===== src/sv/fpa_pkg.sv =====
`timescale 1ns / 1ps
// Shared types and constants for the frame period averager and frame rate counter.
// Used by fpa_history, fpa_divider and frame_period_averager_fps_counter.

package fpa_pkg;

    // Number of frame periods kept in the moving-average window.
    localparam int HISTORY_DEPTH = 16;

    // Field widths.
    localparam int TS_W     = 64;
    localparam int PERIOD_W = 32;
    localparam int RATE_W   = 16;

    // Widths that follow from the window depth.
    localparam int HIST_AW = (HISTORY_DEPTH > 1) ? $clog2(HISTORY_DEPTH) : 1;
    localparam int CNT_W   = $clog2(HISTORY_DEPTH + 1);
    localparam int SUM_W   = PERIOD_W + $clog2(HISTORY_DEPTH);
    localparam int WTICK_W = PERIOD_W + 1;

    // Reset value of the ticks-per-second register.
    localparam logic [PERIOD_W-1:0] TICK_FREQ_RESET = 32'd10_000_000;

    // Event kinds.
    localparam logic KIND_START = 1'b0;
    localparam logic KIND_FRAME = 1'b1;

    // Input item: one timestamp event.
    typedef struct packed {
        logic            kind;
        logic [TS_W-1:0] timestamp;
    } evt_item_t;

    // Result item: latched frame rate and current mean period.
    typedef struct packed {
        logic [RATE_W-1:0]   frame_rate;
        logic [PERIOD_W-1:0] average_ticks;
    } res_item_t;

    // Request to the serial divider.
    typedef struct packed {
        logic             start;
        logic [SUM_W-1:0] dividend;
        logic [CNT_W-1:0] divisor;
    } div_req_t;

endpackage


===== src/sv/fpa_history.sv =====
`timescale 1ns / 1ps
// Ring buffer memory holding the accepted frame periods of the averaging window.
// Depends on fpa_pkg for the depth and widths.

module fpa_history (
    input  logic                                  clk,
    input  logic                                  wr_en,
    input  logic [fpa_pkg::HIST_AW-1:0]           wr_addr,
    input  logic [fpa_pkg::PERIOD_W-1:0]          wr_data,
    input  logic [fpa_pkg::HIST_AW-1:0]           rd_addr,
    output logic [fpa_pkg::PERIOD_W-1:0]          rd_data
);

    logic [fpa_pkg::PERIOD_W-1:0] mem [fpa_pkg::HISTORY_DEPTH];
    logic [fpa_pkg::PERIOD_W-1:0] rd_data_reg;

    // One write port.
    always_ff @(posedge clk)
    begin
        if (wr_en)
        begin
            mem[wr_addr] <= wr_data;
        end
    end

    // One registered read port.
    always_ff @(posedge clk)
    begin
        rd_data_reg <= mem[rd_addr];
    end

    assign rd_data = rd_data_reg;

endmodule


===== src/sv/fpa_divider.sv =====
`timescale 1ns / 1ps
// Restoring serial divider: window sum over sample count, one quotient bit a cycle.
// Depends on fpa_pkg for widths and the request struct.

module fpa_divider (
    input  logic                          clk,
    input  logic                          rst_n,
    input  fpa_pkg::div_req_t             req,
    output logic                          done,
    output logic [fpa_pkg::PERIOD_W-1:0]  quotient
);

    localparam int STEP_W = $clog2(fpa_pkg::SUM_W);
    localparam logic [STEP_W-1:0] LAST_STEP = STEP_W'(fpa_pkg::SUM_W - 1);

    logic                        busy_reg, busy_next;
    logic                        done_reg, done_next;
    logic [STEP_W-1:0]           step_reg, step_next;
    logic [fpa_pkg::CNT_W-1:0]   rem_reg, rem_next;
    logic [fpa_pkg::SUM_W-1:0]   quo_reg, quo_next;
    logic [fpa_pkg::CNT_W-1:0]   divisor_reg, divisor_next;
    logic [fpa_pkg::CNT_W:0]     shifted;
    logic [fpa_pkg::CNT_W:0]     trial;
    logic                        qbit;

    // Shift in the next dividend bit and try a subtraction.
    always_comb
    begin
        shifted = {rem_reg, quo_reg[fpa_pkg::SUM_W-1]};
        trial   = shifted - {1'b0, divisor_reg};
        qbit    = (shifted >= {1'b0, divisor_reg});
    end

    // Sequencing of the division steps.
    always_comb
    begin
        busy_next    = busy_reg;
        done_next    = 1'b0;
        step_next    = step_reg;
        rem_next     = rem_reg;
        quo_next     = quo_reg;
        divisor_next = divisor_reg;
        if (req.start)
        begin
            busy_next    = 1'b1;
            step_next    = '0;
            rem_next     = '0;
            quo_next     = req.dividend;
            divisor_next = req.divisor;
        end
        else if (busy_reg)
        begin
            rem_next  = qbit ? trial[fpa_pkg::CNT_W-1:0] : shifted[fpa_pkg::CNT_W-1:0];
            quo_next  = {quo_reg[fpa_pkg::SUM_W-2:0], qbit};
            step_next = step_reg + 1'b1;
            if (step_reg == LAST_STEP)
            begin
                busy_next = 1'b0;
                done_next = 1'b1;
            end
        end
    end

    // Control state is reset; the datapath needs none.
    always_ff @(posedge clk or negedge rst_n)
    begin
        if (!rst_n)
        begin
            busy_reg <= 1'b0;
            done_reg <= 1'b0;
            step_reg <= '0;
        end
        else
        begin
            busy_reg <= busy_next;
            done_reg <= done_next;
            step_reg <= step_next;
        end
    end

    always_ff @(posedge clk)
    begin
        rem_reg     <= rem_next;
        quo_reg     <= quo_next;
        divisor_reg <= divisor_next;
    end

    // The mean never exceeds the largest period, so the low bits hold it.
    assign done     = done_reg;
    assign quotient = quo_reg[fpa_pkg::PERIOD_W-1:0];

endmodule


===== src/sv/frame_period_averager_fps_counter.sv =====
`timescale 1ns / 1ps
// Top level of the frame period averager and frame rate counter.
// Depends on fpa_pkg, fpa_history and fpa_divider.
//
// Usage:
//   The evt channel takes timestamp events (evt_valid / evt_stall). A start event
//   latches the timestamp and clears all counts; a frame event measures the period
//   since the last timestamp, filters it into a 16-entry moving window, counts the
//   frame toward a one-second window and updates the mean period.
//   Every event yields exactly one item on the res channel (res_valid / res_stall)
//   carrying the latched frame rate and the truncated mean period in ticks.
//   tick_frequency (ticks per second) is written through cfg_wr_en / cfg_wr_data;
//   the user must write it only while the block is idle, which the block does not
//   enforce. It resets to 10,000,000.
// Sequencing:
//   A start event goes from DIFF to DONE; a frame event takes three sequencer steps
//   (DIFF, FILT, WIN), then, with samples in the window, waits in DIV for the 36
//   quotient bits of the serial divider at one per cycle; DONE loads the output
//   register. Only one event is in flight: evt_stall stays high until that load.
// Reset and stall:
//   rst_n clears all counts, the timestamp and the output valid flag. When the
//   receiver stalls, the result waits in the output register while the next event
//   is accepted and worked on; that result is written only once the slot is free.

module frame_period_averager_fps_counter (
    input  logic                          clk,
    input  logic                          rst_n,
    input  logic                          evt_valid,
    output logic                          evt_stall,
    input  fpa_pkg::evt_item_t            evt,
    output logic                          res_valid,
    input  logic                          res_stall,
    output fpa_pkg::res_item_t            res,
    input  logic                          cfg_wr_en,
    input  logic [fpa_pkg::PERIOD_W-1:0]  cfg_wr_data
);

    localparam logic [2:0] ST_IDLE = 3'd0;
    localparam logic [2:0] ST_DIFF = 3'd1;
    localparam logic [2:0] ST_FILT = 3'd2;
    localparam logic [2:0] ST_WIN  = 3'd3;
    localparam logic [2:0] ST_DIV  = 3'd4;
    localparam logic [2:0] ST_DONE = 3'd5;

    localparam logic [fpa_pkg::CNT_W-1:0]   FULL_COUNT = fpa_pkg::CNT_W'(fpa_pkg::HISTORY_DEPTH);
    localparam logic [fpa_pkg::HIST_AW-1:0] LAST_SLOT  =
        fpa_pkg::HIST_AW'(fpa_pkg::HISTORY_DEPTH - 1);

    logic [2:0]                      state_reg, state_next;
    fpa_pkg::evt_item_t              item_reg, item_next;
    logic [fpa_pkg::PERIOD_W-1:0]    tick_freq_reg, tick_freq_next;
    logic [fpa_pkg::TS_W-1:0]        last_ts_reg, last_ts_next;
    logic [fpa_pkg::PERIOD_W-1:0]    elapsed_reg, elapsed_next;
    logic [fpa_pkg::SUM_W-1:0]       sum_reg, sum_next;
    logic [fpa_pkg::CNT_W-1:0]       count_reg, count_next;
    logic [fpa_pkg::HIST_AW-1:0]     wr_ptr_reg, wr_ptr_next;
    logic [fpa_pkg::RATE_W-1:0]      frames_reg, frames_next;
    logic [fpa_pkg::WTICK_W-1:0]     wticks_reg, wticks_next;
    logic [fpa_pkg::RATE_W-1:0]      rate_reg, rate_next;
    logic [fpa_pkg::PERIOD_W-1:0]    avg_reg, avg_next;
    logic                            res_valid_reg, res_valid_next;
    fpa_pkg::res_item_t              res_reg, res_next;

    logic                            evt_accept;
    logic                            res_load;
    logic [fpa_pkg::TS_W-1:0]        ts_diff;
    logic [fpa_pkg::PERIOD_W-1:0]    deviation;
    logic                            period_ok;
    logic                            hist_we;
    logic [fpa_pkg::PERIOD_W-1:0]    dropped;
    fpa_pkg::div_req_t               div_req;
    logic                            div_done;
    logic [fpa_pkg::PERIOD_W-1:0]    div_quotient;

    assign evt_accept = evt_valid && !evt_stall;
    assign evt_stall  = (state_reg != ST_IDLE);
    assign res_load   = (state_reg == ST_DONE) && (!res_valid_reg || !res_stall);

    // History window memory; the oldest entry sits at the write pointer.
    fpa_history u_history (
        .clk     (clk),
        .wr_en   (hist_we),
        .wr_addr (wr_ptr_reg),
        .wr_data (elapsed_reg),
        .rd_addr (wr_ptr_reg),
        .rd_data (dropped)
    );

    // Serial divider for the mean period.
    fpa_divider u_divider (
        .clk      (clk),
        .rst_n    (rst_n),
        .req      (div_req),
        .done     (div_done),
        .quotient (div_quotient)
    );

    // Period measurement and filter against the current mean.
    always_comb
    begin
        ts_diff   = item_reg.timestamp - last_ts_reg;
        deviation = (elapsed_reg >= avg_reg) ? (elapsed_reg - avg_reg)
                                             : (avg_reg - elapsed_reg);
        period_ok = (deviation < tick_freq_reg);
        hist_we   = (state_reg == ST_FILT) && period_ok;
    end

    // Sequencer and datapath next-state logic.
    always_comb
    begin
        state_next     = state_reg;
        item_next      = item_reg;
        tick_freq_next = cfg_wr_en ? cfg_wr_data : tick_freq_reg;
        last_ts_next   = last_ts_reg;
        elapsed_next   = elapsed_reg;
        sum_next       = sum_reg;
        count_next     = count_reg;
        wr_ptr_next    = wr_ptr_reg;
        frames_next    = frames_reg;
        wticks_next    = wticks_reg;
        rate_next      = rate_reg;
        avg_next       = avg_reg;
        res_next       = res_reg;
        div_req        = '{start: 1'b0, dividend: sum_reg, divisor: count_reg};

        unique case (state_reg)
            ST_IDLE:
            begin
                if (evt_accept)
                begin
                    item_next  = evt;
                    state_next = ST_DIFF;
                end
            end
            ST_DIFF:
            begin
                last_ts_next = item_reg.timestamp;
                if (item_reg.kind == fpa_pkg::KIND_START)
                begin
                    sum_next    = '0;
                    count_next  = '0;
                    frames_next = '0;
                    wticks_next = '0;
                    rate_next   = '0;
                    avg_next    = '0;
                    state_next  = ST_DONE;
                end
                else
                begin
                    // Saturate the modular difference to the period width.
                    elapsed_next = (|ts_diff[fpa_pkg::TS_W-1:fpa_pkg::PERIOD_W])
                                   ? '1 : ts_diff[fpa_pkg::PERIOD_W-1:0];
                    state_next   = ST_FILT;
                end
            end
            ST_FILT:
            begin
                if (period_ok)
                begin
                    wr_ptr_next = (wr_ptr_reg == LAST_SLOT) ? '0 : wr_ptr_reg + 1'b1;
                    if (count_reg < FULL_COUNT)
                    begin
                        count_next = count_reg + 1'b1;
                        sum_next   = sum_reg + fpa_pkg::SUM_W'(elapsed_reg);
                    end
                    else
                    begin
                        sum_next = sum_reg - fpa_pkg::SUM_W'(dropped)
                                 + fpa_pkg::SUM_W'(elapsed_reg);
                    end
                end
                if (frames_reg != '1)
                begin
                    frames_next = frames_reg + 1'b1;
                end
                wticks_next = wticks_reg + fpa_pkg::WTICK_W'(avg_reg);
                state_next  = ST_WIN;
            end
            ST_WIN:
            begin
                // More than one second of averaged frame time closes the rate window.
                if (wticks_reg > fpa_pkg::WTICK_W'(tick_freq_reg))
                begin
                    rate_next   = frames_reg;
                    frames_next = '0;
                    wticks_next = '0;
                end
                if (count_reg == '0)
                begin
                    avg_next   = '0;
                    state_next = ST_DONE;
                end
                else
                begin
                    div_req.start = 1'b1;
                    state_next    = ST_DIV;
                end
            end
            ST_DIV:
            begin
                if (div_done)
                begin
                    avg_next   = div_quotient;
                    state_next = ST_DONE;
                end
            end
            ST_DONE:
            begin
                if (res_load)
                begin
                    res_next.frame_rate    = rate_reg;
                    res_next.average_ticks = avg_reg;
                    state_next             = ST_IDLE;
                end
            end
            default:
            begin
                state_next = ST_IDLE;
            end
        endcase

        // Output register handshake.
        if (res_load)
        begin
            res_valid_next = 1'b1;
        end
        else
        begin
            res_valid_next = res_valid_reg && res_stall;
        end
    end

    // Control and count state with asynchronous reset.
    always_ff @(posedge clk or negedge rst_n)
    begin
        if (!rst_n)
        begin
            state_reg     <= ST_IDLE;
            tick_freq_reg <= fpa_pkg::TICK_FREQ_RESET;
            last_ts_reg   <= '0;
            sum_reg       <= '0;
            count_reg     <= '0;
            wr_ptr_reg    <= '0;
            frames_reg    <= '0;
            wticks_reg    <= '0;
            rate_reg      <= '0;
            avg_reg       <= '0;
            res_valid_reg <= 1'b0;
        end
        else
        begin
            state_reg     <= state_next;
            tick_freq_reg <= tick_freq_next;
            last_ts_reg   <= last_ts_next;
            sum_reg       <= sum_next;
            count_reg     <= count_next;
            wr_ptr_reg    <= wr_ptr_next;
            frames_reg    <= frames_next;
            wticks_reg    <= wticks_next;
            rate_reg      <= rate_next;
            avg_reg       <= avg_next;
            res_valid_reg <= res_valid_next;
        end
    end

    // Payload registers.
    always_ff @(posedge clk)
    begin
        item_reg    <= item_next;
        elapsed_reg <= elapsed_next;
        res_reg     <= res_next;
    end

    assign res_valid = res_valid_reg;
    assign res       = res_reg;

    // The sample count never runs past the window depth.
    assert property (@(posedge clk) disable iff (!rst_n) count_reg <= FULL_COUNT)
        else $error("sample count exceeds window depth");

    // The divider only ever runs with a nonzero sample count.
    assert property (@(posedge clk) disable iff (!rst_n)
        (state_reg == ST_DIV) |-> (count_reg != '0))
        else $error("division by zero sample count");

    // A new result appears only after the sequencer finished an item.
    assert property (@(posedge clk) disable iff (!rst_n)
        $rose(res_valid_reg) |-> ($past(state_reg) == ST_DONE))
        else $error("result shown without a finished item");

    // A pending result is never overwritten while the receiver stalls.
    assert property (@(posedge clk) disable iff (!rst_n)
        (res_valid_reg && res_stall) |=> $stable(res_reg))
        else $error("stalled result changed");

endmodule


===== config.mk =====
export PLATFORM = sky130hd
export DESIGN_NAME = frame_period_averager_fps_counter
export DESIGN_NICKNAME = d
export VERILOG_FILES = /design/src/sv/fpa_pkg.sv /design/src/sv/fpa_history.sv /design/src/sv/fpa_divider.sv /design/src/sv/frame_period_averager_fps_counter.sv
export SDC_FILE = /design/constraint.sdc
export NUM_CORES = 2
export LEC_CHECK = 0
export BUFFER_PORTS_ARGS = -buffer_cell sky130_fd_sc_hd__buf_4
export CORE_ASPECT_RATIO = 2
export CORE_MARGIN = 5
export CORE_UTILIZATION = 50
export CTS_BUF_LIST = sky130_fd_sc_hd__clkbuf_2 sky130_fd_sc_hd__clkbuf_4 sky130_fd_sc_hd__clkbuf_8
export DETAILED_ROUTE_END_ITERATION = 7
export PLACE_DENSITY = 0.66
export SYNTH_ARGS = -nofsm -noshare
export SYNTH_HDL_FRONTEND = slang
export SYNTH_SLANG_ARGS = --single-unit
export TNS_END_PERCENT = 1

===== constraint.sdc =====
create_clock -name clk -period 9.1 [get_ports clk]
set_input_delay 0.91 -clock clk [delete_from_list [all_inputs] [get_ports clk]]
set_output_delay 0.91 -clock clk [all_outputs]
set_load 0.05 [all_outputs]

==> impl_table.tex <==
\begin{tabular}{lr}
\hline
Metric & Value \\
\hline
\multicolumn{2}{l}{\textbf{Outcome}} \\
Status & finished, final reports clean \\
\multicolumn{2}{l}{\textbf{Synth}} \\
FF+latch count, synth & 985 \\
Post-Syn Nets & 4727 \\
Compound-gate portion of the synthesized area & 0.125 \\
Adder-Cell Fraction of Synth Area & 0.0887 \\
Average cell area after synthesis & 12.0 um\^{}2 \\
Fraction of the yosys area taken by sequential cells & 0.544 \\
Post-Synthesis Cell Area & 51400 um\^{}2 \\
Leading register cell type out of synthesis & sky130\_fd\_sc\_hd\_\_edfxtp\_1 \\
Share of synthesized cell area in and, or, nand and nor gates & 0.0913 \\
Asr flop ratio synth & 0.254 \\
Share of cell area taken by muxes after synthesis & 0.0825 \\
Synth cell types & 90 \\
Number of synthesized flops with an enable pin & 698 \\
Yosys warning total & 0 \\
Dominant combinational cell family by area after synthesis & compound AO/OA/AOI/OAI gates \\
Xor-xnor portion of the synthesized cell area & 0.0312 \\
Mapped Cells & 4283 \\
\multicolumn{2}{l}{\textbf{Clock network}} \\
Sink Count & 985 \\
Number of buffers inserted during clock tree synthesis & 145 \\
Skew-Pair Late Insertion Delay & 0.85 ns \\
Clock tree from TritonCTS & built \\
Clock Tree Root & sky130\_fd\_sc\_hd\_\_clkbuf\_8 \\
Reg clk slew, reported paths & 0.08 ns \\
Count of hold-fix buffers inserted at cts & 0 \\
Total of cells resized after clock tree synthesis & 0 \\
H-tree Lvls & 4 \\
Number of buffers between clock root and the deepest sink & 3 \\
Buffers inserted during post-CTS setup optimization & 0 \\
\multicolumn{2}{l}{\textbf{Timing}} \\
Worst Tran Pin Value & 1.07 ns \\
RSZ-0062 raised after global routing & no \\
FMAX & 132 MHz \\
Max transition margin & 0.288 \\
Final Hold Violating Endpoints & 0 \\
Max-slew violation count & 0 \\
Clock period minus worst slack & 7.56 ns \\
Period utilization & 0.831 \\
Hold Worst Slack & 0.0976 ns \\
Clock skew & 0.0355 ns \\
Sum Neg Setup Slack & 0 ns \\
Final setup vio count & 0 \\
\multicolumn{2}{l}{\textbf{Cells and area}} \\
Layout area overhead & 11.5\% \\
Net count, final & 4909 \\
Fraction of final layout cells sized beyond drive strength 1 & 0.166 \\
Max FFs per register & 512 \\
Fin cells & 5922 \\
Core utilization of the finished layout & 0.561 \\
\multicolumn{2}{l}{\textbf{Global route}} \\
Vias in the first global route & 36.4k \\
Aggregate global-route resource usage & 0.236 \\
Maximum number of pins on one net before global-route repair & 83 \\
First-pass GRT wire length & 202000 um \\
Antenna violations before repair & 3 \\
Grt total ovfl & 0 \\
\multicolumn{2}{l}{\textbf{Critical path}} \\
Peak per-stage delay on the critical path & 0.90 ns \\
Worst setup path category & flip-flop to flip-flop \\
Cell family with most CP delay & compound AO/OA/AOI/OAI gates \\
Required time of the worst setup path & 9.54 ns \\
Number of buffer and inverter stages on the critical path & 1 \\
Chain of cells forming the critical path & inv\_1 -> ha\_1 -> nand2b\_1 -> a21oi\_1 -> o41ai\_1 -> o211ai\_1 -> a41o\_1 -> a41oi\_1 -> o21bai\_1 -> a21o\_1 -> a221o\_1 -> o21ai\_0 -> xnor2\_1 -> ha\_1 -> a21o\_1 -> a21o\_1 -> a211oi\_1 -> nand4\_1 -> o21ai\_4 -> nand2\_1 -> nor2\_4 \\
Biggest fanout along the worst timing path & 32 \\
Worst-case reg-to-reg path depth & 21 \\
Endpoint class of the critical path & flip-flop \\
Stages on worst setup path & 21 \\
Critical Path AT & 8.00 ns \\
Crit path top cell by count & sky130\_fd\_sc\_hd\_\_a21o\_1 \\
Critical-path top delay cell & sky130\_fd\_sc\_hd\_\_nor2\_4 \\
Startpoint Class & flip-flop \\
\multicolumn{2}{l}{\textbf{Drt}} \\
Post-detailed-route count of antenna-violating nets & 0 \\
Wire per inst & 22.0 um \\
Routed vias & 34.1k \\
Number of iterations in the first detailed-routing pass & 6 \\
Number of vias per cell & 5.76 \\
First-iteration detailed-routing DRC count & 1863 \\
Final routed DRC violation total & 0 \\
Total wire length after detailed routing & 130000 um \\
\multicolumn{2}{l}{\textbf{Placed design}} \\
Placer congestion estimate & 0.943 \\
Port buffer count & 151 \\
Cell Count Post-Placement & 5662 \\
Detail Placement HPWL & 98100 um \\
\multicolumn{2}{l}{\textbf{Run}} \\
Max Cap Viol & 0 \\
\multicolumn{2}{l}{\textbf{Pwr}} \\
Leakage power total & 23.7 nW \\
Power density over the cells & 152 nW/um\^{}2 \\
Peak supply drop & 118 uV \\
\multicolumn{2}{l}{\textbf{Floorplanning}} \\
IO Count & 152 \\
Chip height & 464 um \\
Die Footprint & 110000 um\^{}2 \\
Placeable Area & 102000 um\^{}2 \\
Initial Util & 0.503 \\
Core Rows & 166 \\
Floorplan die width & 237 um \\
\multicolumn{2}{l}{\textbf{Min path}} \\
Min-delay worst type & input port to async pin \\
\hline
\end{tabular}
per-stage QoR:
stage,cell area [um^2],total power [W],worst slack (ns)
after floorplan,51400,0.00491,1.02
after global placement,54200,0.00499,1.78
after detailed placement,54200,0.00499,1.55
after CTS,57300,0.00884,1.53
after global routing,57300,0.00903,1.08
final,57300,0.00872,1.54
final cells by class:
type                       instances  area [um^2]
multi-input combinational       2797        21800
fill                            8620        44800
inverter                         321         1200
timing repair buffer             215         1620
tap                             1344         1680
antenna                            1         2.50
sequential                       985        28000
clock inverter                    59          581
clock buffer                     200         2510
routing by layer:
metal | global-route usage | up-vias | share of wire
met3 | 0.0349 | 405 | 0.036
met1 | 0.228 | 16667 | 0.33
met5 | 0 | - | 0
met4 | 0.145 | 0 | 0.071
li1 | - | 16127 | -
met2 | 0.460 | 892 | 0.56
layout by cell type (no fill, tap or decap), types with 49 or more instances in the layout:
cell type	count
sky130_fd_sc_hd__edfxtp_1	698
sky130_fd_sc_hd__nand2_1	393
sky130_fd_sc_hd__a21oi_1	325
sky130_fd_sc_hd__o21ai_0	322
sky130_fd_sc_hd__inv_1	321
sky130_fd_sc_hd__ha_1	304
sky130_fd_sc_hd__dfrtp_1	237
sky130_fd_sc_hd__nor2_1	222
sky130_fd_sc_hd__buf_4	214
sky130_fd_sc_hd__clkbuf_8	162
sky130_fd_sc_hd__mux4_2	160
sky130_fd_sc_hd__a21o_1	139
sky130_fd_sc_hd__xnor2_1	93
sky130_fd_sc_hd__xor2_1	89
sky130_fd_sc_hd__nand3_1	78
sky130_fd_sc_hd__nand4_1	49
worst register-to-register path, cell delays in order, from the launching register on:
cell and delay [ns]:
sky130_fd_sc_hd__edfxtp_1 0.61, sky130_fd_sc_hd__inv_1 0.20, sky130_fd_sc_hd__ha_1 0.37, sky130_fd_sc_hd__nand2b_1 0.11, sky130_fd_sc_hd__a21oi_1 0.11, sky130_fd_sc_hd__o41ai_1 0.64, sky130_fd_sc_hd__o211ai_1 0.30, sky130_fd_sc_hd__a41o_1 0.36
sky130_fd_sc_hd__a41oi_1 0.54, sky130_fd_sc_hd__o21bai_1 0.11, sky130_fd_sc_hd__a21o_1 0.24, sky130_fd_sc_hd__a221o_1 0.32, sky130_fd_sc_hd__o21ai_0 0.20, sky130_fd_sc_hd__xnor2_1 0.15, sky130_fd_sc_hd__ha_1 0.26, sky130_fd_sc_hd__a21o_1 0.18
sky130_fd_sc_hd__a21o_1 0.17, sky130_fd_sc_hd__a211oi_1 0.40, sky130_fd_sc_hd__nand4_1 0.33, sky130_fd_sc_hd__o21ai_4 0.33, sky130_fd_sc_hd__nand2_1 0.31, sky130_fd_sc_hd__nor2_4 0.90
cell families after synthesis:
| logic type | Yosys count |
|---|---|
| and+or+nand+nor | 1001 |
| buffers and inverters | 501 |
| muxes | 219 |
| adders and majority gates | 342 |
| xor gates and xnor gates | 183 |
| AOI/OAI and AO/OA | 1052 |
| DFF | 985 |
cell usage after synthesis, types with 17 or more instances:
| cell | number | area (um^2) |
|---|---|---|
| sky130_fd_sc_hd__nor2b_1 | 23 | 144 |
| sky130_fd_sc_hd__dfrtp_1 | 242 | 6060 |
| sky130_fd_sc_hd__xor2_1 | 90 | 788 |
| sky130_fd_sc_hd__nand2b_1 | 39 | 244 |
| sky130_fd_sc_hd__mux4_2 | 160 | 3600 |
| sky130_fd_sc_hd__clkbuf_1 | 150 | 563 |
| sky130_fd_sc_hd__nand3_1 | 79 | 395 |
| sky130_fd_sc_hd__a31oi_1 | 25 | 156 |
| sky130_fd_sc_hd__nor3_1 | 52 | 260 |
| sky130_fd_sc_hd__a21oi_1 | 325 | 1630 |
| sky130_fd_sc_hd__or3_1 | 17 | 106 |
| sky130_fd_sc_hd__xnor2_1 | 93 | 815 |
| sky130_fd_sc_hd__buf_1 | 22 | 82.6 |
| sky130_fd_sc_hd__nand4_1 | 49 | 307 |
| sky130_fd_sc_hd__inv_1 | 321 | 1200 |
| sky130_fd_sc_hd__dfxtp_1 | 37 | 741 |
| sky130_fd_sc_hd__mux2_2 | 41 | 462 |
| sky130_fd_sc_hd__nor2_1 | 235 | 882 |
| sky130_fd_sc_hd__o21bai_1 | 42 | 315 |
| sky130_fd_sc_hd__nand2_1 | 394 | 1480 |
| sky130_fd_sc_hd__edfxtp_1 | 698 | 21000 |
| sky130_fd_sc_hd__o21a_1 | 27 | 203 |
| sky130_fd_sc_hd__mux2i_1 | 18 | 180 |
| sky130_fd_sc_hd__and3_1 | 21 | 131 |
| sky130_fd_sc_hd__a211oi_1 | 34 | 255 |
| sky130_fd_sc_hd__ha_1 | 304 | 3800 |
| sky130_fd_sc_hd__a21o_1 | 139 | 1040 |
| sky130_fd_sc_hd__nand3_2 | 21 | 210 |
| sky130_fd_sc_hd__nor4_1 | 17 | 106 |
| sky130_fd_sc_hd__fa_1 | 38 | 761 |
| sky130_fd_sc_hd__o21ai_0 | 323 | 1620 |
final timing paths:
path,startpoint,end,slack [ns]
worst max-delay path,elapsed_reg[1],u_history.mem[15][6],1.54
worst min-delay path,rst_n,avg_reg[2],0.1
worst max register to register,elapsed_reg[1],u_history.mem[15][6],1.54
worst min register to register,rate_reg[1],res[33],0.45
max in group asynchronous,rst_n,last_ts_reg[58],7.59
min in group clk,evt[49],item_reg[49],0.24
power by group:
group / internal [W] / switching (W) / leakage [nW]
combinational: 0.0000477 / 0.0000725 / 10.8
clock: 0.00209 / 0.00173 / 1.63
sequential: 0.00477 / 0.00000396 / 11.2
total: 0.00691 / 0.00181 / 23.7
Note: power is estimated with default switching activity, not from simulation.
